--- config.mk ---
export PLATFORM = sky130hd
export DESIGN_NAME = sequential_search_key_table_flat
export DESIGN_NICKNAME = d
export VERILOG_FILES = /design/src/hdl/sstk_pkg.sv /design/src/hdl/sstk_if.sv /design/src/hdl/sstk_ram.sv /design/src/hdl/sstk_engine.sv /design/src/hdl/sequential_search_key_table.sv /design/src/flat_wrapper.sv
export VERILOG_INCLUDE_DIRS = /design/src /design/src/hdl
export SDC_FILE = /design/constraint.sdc
export NUM_CORES = 1
export LEC_CHECK = 0
export BUFFER_PORTS_ARGS = -buffer_cell sky130_fd_sc_hd__buf_2
export CORE_MARGIN = 3
export CORE_UTILIZATION = 55
export CTS_CLUSTER_DIAMETER = 60
export CTS_CLUSTER_SIZE = 14
export DETAILED_ROUTE_END_ITERATION = 10
export PLACE_DENSITY = 0.86
export SKIP_LAST_GASP = 1
export SLEW_MARGIN = 20
export SYNTH_ARGS = -nofsm -noshare
export SYNTH_HDL_FRONTEND = slang
export SYNTH_SLANG_ARGS = --single-unit
--- constraint.sdc ---
create_clock -name clk -period 4.1 [get_ports clk]
set_input_delay 0 -clock clk [delete_from_list [all_inputs] [get_ports clk]]
set_output_delay 0 -clock clk [all_outputs]
set_load 0.02 [all_outputs]
--- src/hdl/sequential_search_key_table_assert.svh ---
// Assertion macros shared by the key table RTL.
// Both macros expect clk and rst in scope (rst is synchronous, active high).
`ifndef SEQUENTIAL_SEARCH_KEY_TABLE_ASSERT_SVH
`define SEQUENTIAL_SEARCH_KEY_TABLE_ASSERT_SVH

// antecedent implies consequent in the same cycle
`define SSTK_ASSERT_IMPL(name, ante, cons, msg) \
  name: assert property (@(posedge clk) disable iff (rst) (ante) |-> (cons)) \
    else $error(msg);

// antecedent implies consequent in the next cycle
`define SSTK_ASSERT_NEXT(name, ante, cons, msg) \
  name: assert property (@(posedge clk) disable iff (rst) (ante) |=> (cons)) \
    else $error(msg);

`endif

--- src/hdl/sstk_pkg.sv ---
// Shared types and codes for the sequential search key table.
// No dependencies; used by the interfaces, engine and top level.
package sstk_pkg;

  localparam int unsigned DEF_CAPACITY = 16;

  localparam int unsigned OP_W     = 3;
  localparam int unsigned KEY_W    = 32;
  localparam int unsigned POS_W    = 4;
  localparam int unsigned STATUS_W = 2;
  localparam int unsigned COUNT_W  = 5;

  localparam logic [OP_W-1:0] OP_SEARCH = 3'd0;
  localparam logic [OP_W-1:0] OP_INSERT = 3'd1;
  localparam logic [OP_W-1:0] OP_REMOVE = 3'd2;
  localparam logic [OP_W-1:0] OP_TOGGLE = 3'd3;
  localparam logic [OP_W-1:0] OP_READ   = 3'd4;

  localparam logic [STATUS_W-1:0] ST_OK    = 2'd0;
  localparam logic [STATUS_W-1:0] ST_MISS  = 2'd1;
  localparam logic [STATUS_W-1:0] ST_FULL  = 2'd2;
  localparam logic [STATUS_W-1:0] ST_RANGE = 2'd3;

  typedef struct packed {
    logic [OP_W-1:0]         op;
    logic signed [KEY_W-1:0] key;
    logic [POS_W-1:0]        position;
  } req_t;

  typedef struct packed {
    logic [STATUS_W-1:0]     status;
    logic [POS_W-1:0]        found_position;
    logic signed [KEY_W-1:0] key_out;
    logic [COUNT_W-1:0]      entry_count;
    logic                    was_inserted;
  } res_t;

endpackage

--- src/hdl/sstk_if.sv ---
// Valid/ready channel interfaces for the key table request and response words.
// Depends on sstk_pkg for field widths.
interface sstk_req_if;
  logic                                 valid;
  logic                                 ready;
  logic [sstk_pkg::OP_W-1:0]            op;
  logic signed [sstk_pkg::KEY_W-1:0]    key;
  logic [sstk_pkg::POS_W-1:0]           position;

  modport source (output valid, output op, output key, output position, input ready);
  modport sink   (input valid, input op, input key, input position, output ready);
endinterface

interface sstk_rsp_if;
  logic                                 valid;
  logic                                 ready;
  logic [sstk_pkg::STATUS_W-1:0]        status;
  logic [sstk_pkg::POS_W-1:0]           found_position;
  logic signed [sstk_pkg::KEY_W-1:0]    key_out;
  logic [sstk_pkg::COUNT_W-1:0]         entry_count;
  logic                                 was_inserted;

  modport source (output valid, output status, output found_position, output key_out,
                  output entry_count, output was_inserted, input ready);
  modport sink   (input valid, input status, input found_position, input key_out,
                  input entry_count, input was_inserted, output ready);
endinterface

--- src/hdl/sstk_ram.sv ---
// Generic single write port, single read port RAM with registered read data.
// No dependencies.
module sstk_ram #(
  parameter int unsigned WIDTH = 32,
  parameter int unsigned DEPTH = 16
) (
  input  logic                     clk,
  input  logic                     we,
  input  logic [$clog2(DEPTH)-1:0] waddr,
  input  logic [WIDTH-1:0]         wdata,
  input  logic [$clog2(DEPTH)-1:0] raddr,
  output logic [WIDTH-1:0]         rdata
);

  logic [WIDTH-1:0] mem [DEPTH];

  always_ff @(posedge clk) begin
    if (we) begin
      mem[waddr] <= wdata;
    end
    rdata <= mem[raddr];
  end

endmodule

--- src/hdl/sstk_engine.sv ---
// Sequencer for the key table: scans, appends, closes gaps and reads, one entry a cycle.
// Depends on sstk_pkg, sstk_ram and the assertion macro header.
module sstk_engine #(
  parameter int unsigned CAPACITY = sstk_pkg::DEF_CAPACITY
) (
  input  logic          clk,
  input  logic          rst,
  input  logic          start,
  input  sstk_pkg::req_t req,
  output logic          idle,
  input  logic          res_take,
  output logic          res_valid,
  output sstk_pkg::res_t res
);
  import sstk_pkg::*;

  localparam int unsigned IDX_W = $clog2(CAPACITY);
  localparam int unsigned CNT_W = $clog2(CAPACITY + 1);
  localparam int unsigned CMP_W = (CNT_W > POS_W) ? CNT_W : POS_W;
  localparam logic [CNT_W-1:0] CAP_CNT = CNT_W'(CAPACITY);

  typedef enum logic [2:0] {
    S_IDLE, S_SCAN, S_SHIFT, S_READ, S_RDDAT, S_FIN
  } state_t;

  state_t             state;
  logic [OP_W-1:0]    op_r;
  logic [KEY_W-1:0]   key_r;
  logic [IDX_W-1:0]   pos_r;
  logic [CNT_W-1:0]   count;
  logic [CNT_W-1:0]   idx;
  logic               pend;
  logic [IDX_W-1:0]   pidx;
  logic [STATUS_W-1:0] status_r;
  logic [IDX_W-1:0]   fpos_r;
  logic [KEY_W-1:0]   kout_r;
  logic               added_r;

  logic               ram_we;
  logic [IDX_W-1:0]   ram_waddr;
  logic [KEY_W-1:0]   ram_wdata;
  logic [IDX_W-1:0]   ram_raddr;
  logic [KEY_W-1:0]   ram_rdata;

  logic issue, match, last, scan_miss, full, add_op, pos_ok, shift_done;

  sstk_ram #(
    .WIDTH(KEY_W),
    .DEPTH(CAPACITY)
  ) u_ram (
    .clk  (clk),
    .we   (ram_we),
    .waddr(ram_waddr),
    .wdata(ram_wdata),
    .raddr(ram_raddr),
    .rdata(ram_rdata)
  );

  always_comb begin
    issue      = idx < count;
    match      = pend && (ram_rdata == key_r);
    last       = (CNT_W'(pidx) + CNT_W'(1)) == count;
    // a miss ends the scan after the last entry compares, or at once on an empty table
    scan_miss  = pend ? (!match && last) : !issue;
    full       = count == CAP_CNT;
    add_op     = (op_r == OP_INSERT) || (op_r == OP_TOGGLE);
    pos_ok     = CMP_W'(req.position) < CMP_W'(count);
    shift_done = (state == S_SHIFT) && !issue && !pend;
  end

  always_comb begin
    ram_we    = 1'b0;
    ram_waddr = count[IDX_W-1:0];
    ram_wdata = key_r;
    ram_raddr = idx[IDX_W-1:0];
    case (state)
      S_SCAN: begin
        if (scan_miss && add_op && !full) begin
          ram_we = 1'b1;
        end
      end
      S_SHIFT: begin
        // entry read last cycle moves down one place
        if (pend) begin
          ram_we    = 1'b1;
          ram_waddr = pidx - IDX_W'(1);
          ram_wdata = ram_rdata;
        end
      end
      S_READ: begin
        ram_raddr = pos_r;
      end
      default: begin
      end
    endcase
  end

  always_ff @(posedge clk) begin
    if (rst) begin
      state <= S_IDLE;
      count <= '0;
      pend  <= 1'b0;
    end else begin
      case (state)
        S_IDLE: begin
          if (start) begin
            op_r     <= req.op;
            key_r    <= req.key;
            pos_r    <= IDX_W'(req.position);
            idx      <= '0;
            pend     <= 1'b0;
            fpos_r   <= '0;
            kout_r   <= req.key;
            added_r  <= 1'b0;
            case (req.op)
              OP_SEARCH, OP_INSERT, OP_REMOVE, OP_TOGGLE: begin
                status_r <= ST_MISS;
                state    <= S_SCAN;
              end
              OP_READ: begin
                if (pos_ok) begin
                  status_r <= ST_MISS;
                  state    <= S_READ;
                end else begin
                  status_r <= ST_RANGE;
                  state    <= S_FIN;
                end
              end
              default: begin
                status_r <= ST_MISS;
                state    <= S_FIN;
              end
            endcase
          end
        end
        S_SCAN: begin
          if (match) begin
            fpos_r <= pidx;
            case (op_r)
              OP_SEARCH: begin
                status_r <= ST_OK;
                state    <= S_FIN;
              end
              OP_INSERT: begin
                state <= S_FIN;
              end
              default: begin
                status_r <= ST_OK;
                idx      <= CNT_W'(pidx) + CNT_W'(1);
                pend     <= 1'b0;
                state    <= S_SHIFT;
              end
            endcase
          end else begin
            if (issue) begin
              idx  <= idx + CNT_W'(1);
              pidx <= idx[IDX_W-1:0];
            end
            pend <= issue;
            if (scan_miss) begin
              if (add_op) begin
                if (full) begin
                  status_r <= ST_FULL;
                end else begin
                  status_r <= ST_OK;
                  fpos_r   <= count[IDX_W-1:0];
                  count    <= count + CNT_W'(1);
                  added_r  <= 1'b1;
                end
              end
              state <= S_FIN;
            end
          end
        end
        S_SHIFT: begin
          if (issue) begin
            idx  <= idx + CNT_W'(1);
            pidx <= idx[IDX_W-1:0];
          end
          pend <= issue;
          if (shift_done) begin
            count <= count - CNT_W'(1);
            state <= S_FIN;
          end
        end
        S_READ: begin
          state <= S_RDDAT;
        end
        S_RDDAT: begin
          kout_r   <= ram_rdata;
          status_r <= ST_OK;
          fpos_r   <= pos_r;
          state    <= S_FIN;
        end
        S_FIN: begin
          if (res_take) begin
            state <= S_IDLE;
          end
        end
        default: begin
          state <= S_IDLE;
        end
      endcase
    end
  end

  assign idle      = state == S_IDLE;
  assign res_valid = state == S_FIN;

  always_comb begin
    res.status         = status_r;
    res.found_position = POS_W'(fpos_r);
    res.key_out        = kout_r;
    res.entry_count    = COUNT_W'(count);
    res.was_inserted   = added_r;
  end

`include "sequential_search_key_table_assert.svh"

  `SSTK_ASSERT_IMPL(a_count_cap, 1'b1, count <= CAP_CNT, "entry count above capacity")
  `SSTK_ASSERT_IMPL(a_we_state, ram_we, state == S_SCAN || state == S_SHIFT, "stray table write")
  `SSTK_ASSERT_NEXT(a_shift_dec, shift_done, count == $past(count) - CNT_W'(1), "no count drop")

endmodule

--- src/hdl/sequential_search_key_table.sv ---
// Search, insert, remove and toggle scan to a match or the table's end; remove and toggle-remove
// then close the gap. Read passes an address state and a data state; an out-of-range position
// or unused op goes straight to the response. A request is taken only while the engine is idle;
// the scan and gap-closing shift walk the RAM one entry a cycle through its single read port.
// The next request is taken while a response waits. Reset clears the count; RAM is not cleared.
module sequential_search_key_table #(
  parameter int unsigned CAPACITY = sstk_pkg::DEF_CAPACITY
) (
  input logic        clk,
  input logic        rst,
  sstk_req_if.sink   req,
  sstk_rsp_if.source rsp
);
  import sstk_pkg::*;

  req_t req_word;
  res_t res_word;
  logic eng_idle;
  logic res_valid;
  logic res_take;
  logic start;

  assign req.ready = eng_idle;
  assign start     = req.valid && eng_idle;
  assign res_take  = !rsp.valid || rsp.ready;

  always_comb begin
    req_word.op       = req.op;
    req_word.key      = req.key;
    req_word.position = req.position;
  end

  sstk_engine #(
    .CAPACITY(CAPACITY)
  ) u_engine (
    .clk      (clk),
    .rst      (rst),
    .start    (start),
    .req      (req_word),
    .idle     (eng_idle),
    .res_take (res_take),
    .res_valid(res_valid),
    .res      (res_word)
  );

  // response register frees the engine while the word waits downstream
  always_ff @(posedge clk) begin
    if (rst) begin
      rsp.valid <= 1'b0;
    end else if (res_valid && res_take) begin
      rsp.valid <= 1'b1;
    end else if (rsp.ready) begin
      rsp.valid <= 1'b0;
    end
  end

  always_ff @(posedge clk) begin
    if (res_valid && res_take) begin
      rsp.status         <= res_word.status;
      rsp.found_position <= res_word.found_position;
      rsp.key_out        <= res_word.key_out;
      rsp.entry_count    <= res_word.entry_count;
      rsp.was_inserted   <= res_word.was_inserted;
    end
  end

endmodule
--- src/flat_wrapper.sv ---
// flat-port wrapper written by rule: the top's interface ports become plain ports
module sequential_search_key_table_flat import sstk_pkg::*;
#(
  parameter int unsigned CAPACITY = sstk_pkg::DEF_CAPACITY
)
  (clk, rst, req_valid, req_op, req_key, req_position, req_ready, rsp_valid, rsp_status, rsp_found_position, rsp_key_out, rsp_entry_count, rsp_was_inserted, rsp_ready);
  sstk_req_if req_i ();
  sstk_rsp_if rsp_i ();
  input logic clk;
  input logic rst;
  input wire logic [$bits(req_i.valid)-1:0] req_valid;
  input wire logic [$bits(req_i.op)-1:0] req_op;
  input wire logic [$bits(req_i.key)-1:0] req_key;
  input wire logic [$bits(req_i.position)-1:0] req_position;
  output wire logic [$bits(req_i.ready)-1:0] req_ready;
  output wire logic [$bits(rsp_i.valid)-1:0] rsp_valid;
  output wire logic [$bits(rsp_i.status)-1:0] rsp_status;
  output wire logic [$bits(rsp_i.found_position)-1:0] rsp_found_position;
  output wire logic [$bits(rsp_i.key_out)-1:0] rsp_key_out;
  output wire logic [$bits(rsp_i.entry_count)-1:0] rsp_entry_count;
  output wire logic [$bits(rsp_i.was_inserted)-1:0] rsp_was_inserted;
  input wire logic [$bits(rsp_i.ready)-1:0] rsp_ready;
  assign req_i.valid = req_valid;
  assign req_i.op = req_op;
  assign req_i.key = req_key;
  assign req_i.position = req_position;
  assign req_ready = req_i.ready;
  assign rsp_valid = rsp_i.valid;
  assign rsp_status = rsp_i.status;
  assign rsp_found_position = rsp_i.found_position;
  assign rsp_key_out = rsp_i.key_out;
  assign rsp_entry_count = rsp_i.entry_count;
  assign rsp_was_inserted = rsp_i.was_inserted;
  assign rsp_i.ready = rsp_ready;
  sequential_search_key_table #(.CAPACITY(CAPACITY)) u_core (.clk(clk), .rst(rst), .req(req_i), .rsp(rsp_i));
endmodule
==> impl_metrics.py, run 1 <==
metrics = {
    "clock_network": {
        "clk_pin_slew_worst_paths_ns": 0.06,
        "cts_tree": "yes",
        "cts_sinks": 685,
        "cts_buffer_depth": 3,
        "htreeDepth": 2,
        "cts_buffers": 56,
        "clock-root-buffer": "clkbuf_16",
        "insertion_delay_ns": 0.62,
        "cts_resized": 0,
    },
    "power_and_ir_drop": {
        "vdd_drop_max_uv": 419,
        "finalPower_w": 0.0193,
        "p_leak_nw": 10.4,
        "power.switching_w": 0.00635,
        "pwr-share-clk": 0.264,
        "switching_share": 0.330,
        "sequentialPowerShare": 0.461,
        "power_density_nw_per_um2": 615,
        "comb_power_share": 0.274,
        "internal_power_w": 0.0129,
    },
    "detailed_routing": {
        "ant_nets": 0,
        "post_drt_wl_per_cell_microns": 23.8,
        "viasPerCell": 6.24,
        "first_pass_iters": 6,
        "finalWirelength_microns": 67800,
        "drt_iter0_drc": 2516,
        "drc_errors": 0,
        "routed-via-count": 17800,
    },
    "finish": {
        "diodes": 0,
        "fin_area_sq_um": 31300,
        "syn_to_final_growth_pct": 14.1,
        "fillers": 3171,
        "drive_gt1_frac": 0.116,
        "nNetsFinal": 2198,
        "fin_util": 0.637,
    },
    "timing": {
        "period_needed_ns": 3.65,
        "hold_ws_ns": 0.112,
        "slew_viol_final": 0,
        "min_period_over_period": 0.890,
        "max_freq_ghz": 0.274,
        "relSlewSlack": 0.275,
        "finClkSkew_ns": 0.0272,
        "worst_pin_slew_ns": 1.09,
        "rsz0062_at_grt": "false",
        "hold_viol": 0,
        "finalSetupViolations": 0,
        "timing.setup.tns_ns": 0,
    },
    "synth": {
        "synth.most_common_cell": "edfxtp_1",
        "synth_nets": 2072,
        "netlist_top_cells_area": "edfxtp_1, nand2_1, a211oi_1, dfxtp_1, a311oi_1",
        "syn_area_sq_um": 27400,
        "yosysTopAreaCellShare": 0.703,
        "synth_flop_cell": "edfxtp_1",
        "yosysTopAreaCell": "edfxtp_1",
        "avgSynthCellArea_sq_um": 13.6,
        "synth-edff-count": 643,
        "synth_top_cells_by_count": "edfxtp_1, nand2_1, a211oi_1",
        "ys_warn_count": 0,
        "synth_cell_types": 54,
        "ys_seq_elements": 685,
        "async_flop_share": 0,
        "syn_inst": 2015,
        "ys_seq_area_frac": 0.734,
    },
    "setup_path": {
        "cp-start-kind": "flip-flop",
        "worstPathBufferInverterCount": 2,
        "worst-setup-path-type": "reg -> reg",
        "slowest_stage": "edfxtp_1",
        "crit_chain": "ha_1, xnor2_1, a21o_1, o22a_1, nor3_4, a31oi_1, nor2_1, a31oi_1, buf_4, nor2_4, buf_4",
        "rrSetupSlack_ns": 0.45,
        "cp-end-kind": "flip-flop",
        "crit_family": "compound AO/OA/AOI/OAI gates",
        "crit_arrival_ns": 3.89,
        "slowest_delay_ns": 0.53,
        "critPathMaxFanout": 32,
        "cp.required_ns": 4.34,
    },
    "job": {
        "drv_cap": 0,
    },
    "hold_path": {
        "hold_path_class": "in -> reg",
    },
    "place": {
        "placed_area_sq_um": 29200,
        "hpwl_microns": 39200,
        "io_buffers": 88,
        "place_congestion": 0.880,
    },
    "global_routing": {
        "grt_max_degree": 112,
        "grt_pass1_vias": 17700,
        "antenna_found_initial": 0,
        "grt_usage": 0.253,
        "overflow": 0,
        "grt_pass1_wl_microns": 103000,
    },
    "floorplan": {
        "die_area_sq_um": 52600,
        "core_sq_um": 49200,
        "num_io_pins": 89,
        "placementRows": 81,
        "die_w_microns": 229,
        "start_util": 0.558,
        "die_y_microns": 229,
    },
    "run_status": {
        "status": "complete, no violations",
    },
}
[final cells by class]
type                            count  area (sq um)  area share
Sequential cell                   685         20100       0.643
Inverter                           16          60.1     0.00192
Multi-Input combinational cell   1184          6920       0.221
Tap cell                          664           831      0.0265
Clock inverter                      5          80.1     0.00256
Timing Repair Buffer              198          1690      0.0539
Clock buffer                       98          1600      0.0511
[what timing repair did]
action                                 CTS  global route
setup buffers                            0             0
endpoints found under the hold margin   83             0
hold buffers                            43             0
[per-stage QoR]
stage,setup WS [ns],cells
final,0.450,2850
after global routing,0.222,2850
after CTS,0.305,2848
after detailed placement,0.331,2702
after global placement,0.429,2702
after floorplan,-0.224,2015
[kinds of logic after synthesis]
| group | share of synthesized area |
|---|---|
| flops | 0.734 |
| simple gates | 0.111 |
| xor+xnor | 0.0153 |
| mux | 0.00424 |
| fa+ha+maj | 0.00666 |
| buf+inv | 0.0217 |
| compound gates | 0.107 |
[registers in the layout, indices dropped and copies added, names as in the netlist]
signal and cells:
u_core.u_engine.u_ram.mem 512, u_core.rsp.key_out 32, u_core.u_engine.key_r 32, u_core.u_engine.kout_r 32, u_core.u_engine.u_ram.rdata 32, u_core.rsp.entry_count 5, u_core.u_engine.count 5, u_core.u_engine.idx 5
u_core.rsp.found_position 4, u_core.u_engine.fpos_r 4, u_core.u_engine.pidx 4, u_core.u_engine.pos_r 4, u_core.u_engine.op_r 3, u_core.u_engine.state 3, u_core.rsp.status 2, u_core.u_engine.status_r 2
u_core.rsp.valid 1, u_core.rsp.was_inserted 1, u_core.u_engine.added_r 1, u_core.u_engine.pend 1
[routing by layer]
layer / wire length [microns] / up-vias / global-route usage
met5: 0 / - / 0
met4: 2630 / 0 / 0.107
met3: 7160 / 200 / 0.0507
met2: 33400 / 1157 / 0.420
met1: 24600 / 8684 / 0.328
li1: - / 7755 / -
[layout by cell type, fill, tap and decap left out, types with 8 or more instances in the layout]
master,count
a311oi_1,64
dfxtp_1,42
nor2_4,18
inv_1,15
xnor2_1,43
ha_1,13
edfxtp_1,643
dlygate4sd3_1,43
a211oi_1,165
a21oi_1,79
and2_1,81
and2_0,49
a21o_1,8
nand2_1,468
o21ai_0,9
nand4_1,10
nor3_1,8
nand3_1,9
buf_2,88
buf_12,22
a31oi_1,68
clkbuf_1,39
nor2_1,35
clkbuf_16,57
buf_4,43
[power groups by stage]
stage                     logic (W)  registers, W  clock network [W]
after floorplan             0.00336       0.00892                  0
after global placement      0.00485       0.00898                  0
after detailed placement    0.00506       0.00901                  0
after CTS                   0.00519       0.00886            0.00512
after global routing        0.00569       0.00892            0.00539
final                       0.00529       0.00889            0.00509
[worst paths after layout]
| kind | from | to | cells after the start |
|---|---|---|---|
| setup / recovery | u_core.u_engine.pidx[0] | u_core.u_engine.u_ram.mem[6][3] | 11 |
| hold / removal | req_position[0] | u_core.u_engine.pos_r[0] | 2 |
| setup reg to reg | u_core.u_engine.pidx[0] | u_core.u_engine.u_ram.mem[6][3] | 11 |
| hold reg to reg | u_core.u_engine.status_r[1] | u_core.rsp.status[1] | 0 |
(Power assumes the default switching activity.)
==> inputs of run 2 (changes only) <==
--- a/config.mk
+++ b/config.mk
@@ -7,8 +7,10 @@
 export NUM_CORES = 1
 export LEC_CHECK = 0
 export BUFFER_PORTS_ARGS = -buffer_cell sky130_fd_sc_hd__buf_2
+export CELL_PAD_IN_SITES_DETAIL_PLACEMENT = 2
+export CELL_PAD_IN_SITES_GLOBAL_PLACEMENT = 2
 export CORE_MARGIN = 3
-export CORE_UTILIZATION = 55
+export CORE_UTILIZATION = 40
 export CTS_CLUSTER_DIAMETER = 60
 export CTS_CLUSTER_SIZE = 14
 export DETAILED_ROUTE_END_ITERATION = 10
==> run 2 against run 1 <==
The run now ends with setup timing left. Via count increased by 6.7%. Count of clock-buffer cells in the layout grew 1. Die area increased by 36%. Hold slack got worse by 0.016 ns. Utilization decreased by 17 points. Clock skew grew 0.0095 ns. Power increased by 7.1%. Cell area is 1.4% higher. Clock power is 8.8% higher. Sequential share of layout area is 0.92 points lower. Critical endpoint is now u_core.u_engine.u_ram.mem[1][31].
==> impl_metrics.py, run 2 (same netlist as run 1, synthesis figures left out) <==
metrics = {
    "timing": {
        "setup_slack_ns": -0.137,
        "max_freq_ghz": 0.236,
        "period_needed_ns": 4.24,
        "relSlewSlack": 0.232,
        "timing.setup.tns_ns": -1.71,
        "slew_viol_final": 0,
        "finalSetupViolations": 13,
        "finClkSkew_ns": 0.0367,
        "hold_ws_ns": 0.0958,
        "rsz0062_at_grt": "true",
        "min_period_over_period": 1.03,
        "hold_viol": 0,
        "worst_pin_slew_ns": 1.15,
    },
    "clock_network": {
        "cts_sinks": 685,
        "clock-root-buffer": "clkbuf_16",
        "clk_pin_slew_worst_paths_ns": 0.07,
        "cts_buffer_depth": 3,
        "cts_buffers": 57,
        "cts_tree": "yes",
        "insertion_delay_ns": 0.66,
        "htreeDepth": 2,
    },
    "detailed_routing": {
        "wl_met1_microns": 40000,
        "viasPerCell": 6.14,
        "first_pass_iters": 5,
        "ant_nets": 0,
        "dr_wl_met2_microns": 51200,
        "routed-via-count": 19000,
        "maxUsedRoutingLayer": "met4",
        "finalWirelength_microns": 104000,
        "wl_met3_microns": 6530,
        "post_drt_wl_per_cell_microns": 33.7,
        "drt_iter0_drc": 2091,
        "drc_errors": 0,
    },
    "finish": {
        "regMostFlops": "u_core.u_engine.u_ram.mem",
        "layout_common_cells": "edfxtp_1, nand2_1, a211oi_1, buf_2, and2_1",
        "syn_to_final_growth_pct": 15.8,
        "layout_commonest_cell": "edfxtp_1",
        "largest_register_ffs": 512,
        "drive_gt1_frac": 0.130,
        "nNetsFinal": 2225,
    },
    "setup_path": {
        "reg2reg_from": "u_core.u_engine.pidx[0]",
        "worst-setup-path-type": "reg -> reg",
        "rrSetupSlack_ns": -0.14,
        "crit_path_start": "u_core.u_engine.pidx[0]",
        "crit_arrival_ns": 4.56,
        "cp-start-kind": "flip-flop",
        "crit_path_end": "u_core.u_engine.u_ram.mem[1][31]",
        "critPathMaxFanout": 20,
        "r2r_end": "u_core.u_engine.u_ram.mem[1][31]",
        "cp-end-kind": "flip-flop",
        "r2r_cells": 11,
        "cp.required_ns": 4.42,
    },
    "power_and_ir_drop": {
        "p_leak_nw": 10.6,
        "power_density_nw_per_um2": 649,
        "vdd_drop_max_uv": 396,
    },
    "floorplan": {
        "die_w_microns": 268,
        "start_util": 0.406,
        "die_area_sq_um": 71800,
        "die_y_microns": 268,
        "core_sq_um": 67600,
        "num_io_pins": 89,
        "placementRows": 95,
    },
    "run_status": {
        "violations": "setup timing",
        "status": "finished, violations left",
    },
    "global_routing": {
        "grt_pass1_vias": 20700,
        "grt_pass1_wl_microns": 148000,
        "grt_max_degree": 87,
        "antenna_found_initial": 2,
        "grt_usage": 0.284,
        "overflow": 0,
    },
    "place": {
        "place_congestion": 0.834,
        "hpwl_microns": 60600,
        "io_buffers": 88,
    },
    "hold_path": {
        "hold_path_class": "in -> reg",
    },
    "job": {
        "drv_cap": 0,
    },
}
[run 2: worst min path at each step]
stage / from / to / slack (ns) / cells past startpoint
final: req_key[7] / u_core.u_engine.key_r[7] / 0.1 / 2
after global routing: req_key[7] / u_core.u_engine.key_r[7] / 0.11 / 2
after CTS: req_key[7] / u_core.u_engine.key_r[7] / 0.07 / 2
after detailed placement: req_position[0] / u_core.u_engine.pos_r[0] / 0.20 / 1
after global placement: req_op[0] / u_core.u_engine.op_r[0] / 0.19 / 1
after floorplan: rst / u_core.u_engine.count[1] / 0.07 / 1
[run 2: final cells by class]
cell class | count | area [sq um]
Antenna cell | 2 | 5.00
Clock buffer | 99 | 1660
Clock inverter | 8 | 78.8
Fill cell | 6325 | 35900
Inverter | 16 | 60.1
Multi-Input combinational cell | 1188 | 6950
Sequential cell | 685 | 20100
Tap cell | 873 | 1090
Timing Repair Buffer | 220 | 1790
[run 2: metal layers]
| metal | track usage | vias up |
|---|---|---|
| met4 | 0.152 | 0 |
| met2 | 0.487 | 942 |
| met1 | 0.343 | 9926 |
| met5 | 0 | - |
| li1 | - | 7817 |
| met3 | 0.0493 | 308 |
[run 2: repair_timing]
| item | CTS | global route |
|---|---|---|
| endpoints found under the setup margin | 0 | 143 |
| hold buffers | 42 | 0 |
| buffers inserted | 0 | 17 |
| gates resized for setup | 0 | 1 |
| hold endpoints to repair | 100 | 0 |
[run 2: per-stage QoR]
stage / total power, W / area, sq um / cells / setup slack [ns] / utilization
after floorplan: 0.0123 / 27500 / 2015 / -0.224 / -
after global placement: 0.0143 / 29300 / 2914 / 0.392 / 0.434
after detailed placement: 0.0148 / 29400 / 2919 / 0.111 / 0.435
after CTS: 0.0203 / 31600 / 3068 / 0.0290 / 0.467
after global routing: 0.0213 / 31800 / 3089 / -0.223 / 0.470
final: 0.0206 / 31800 / 3091 / -0.137 / 0.470
[run 2: worst max-delay path, stage by stage (launching register included)]
cell,delay (ns)
edfxtp_1,0.55
inv_1,0.17
ha_1,0.49
xnor2_1,0.16
nand3_1,0.13
nor3_4,0.24
a31oi_1,0.15
nor2_1,0.38
a32oi_1,0.21
buf_4,0.22
nor2_4,0.80
buf_4,0.40
[run 2: power breakdown]
part / leakage (nW) / switching [W] / internal (W)
Combinational: 3.61 / 0.00438 / 0.00176
Clock: 0.837 / 0.00273 / 0.00281
Sequential: 6.16 / 0.000499 / 0.00846
Total: 10.6 / 0.00760 / 0.0130
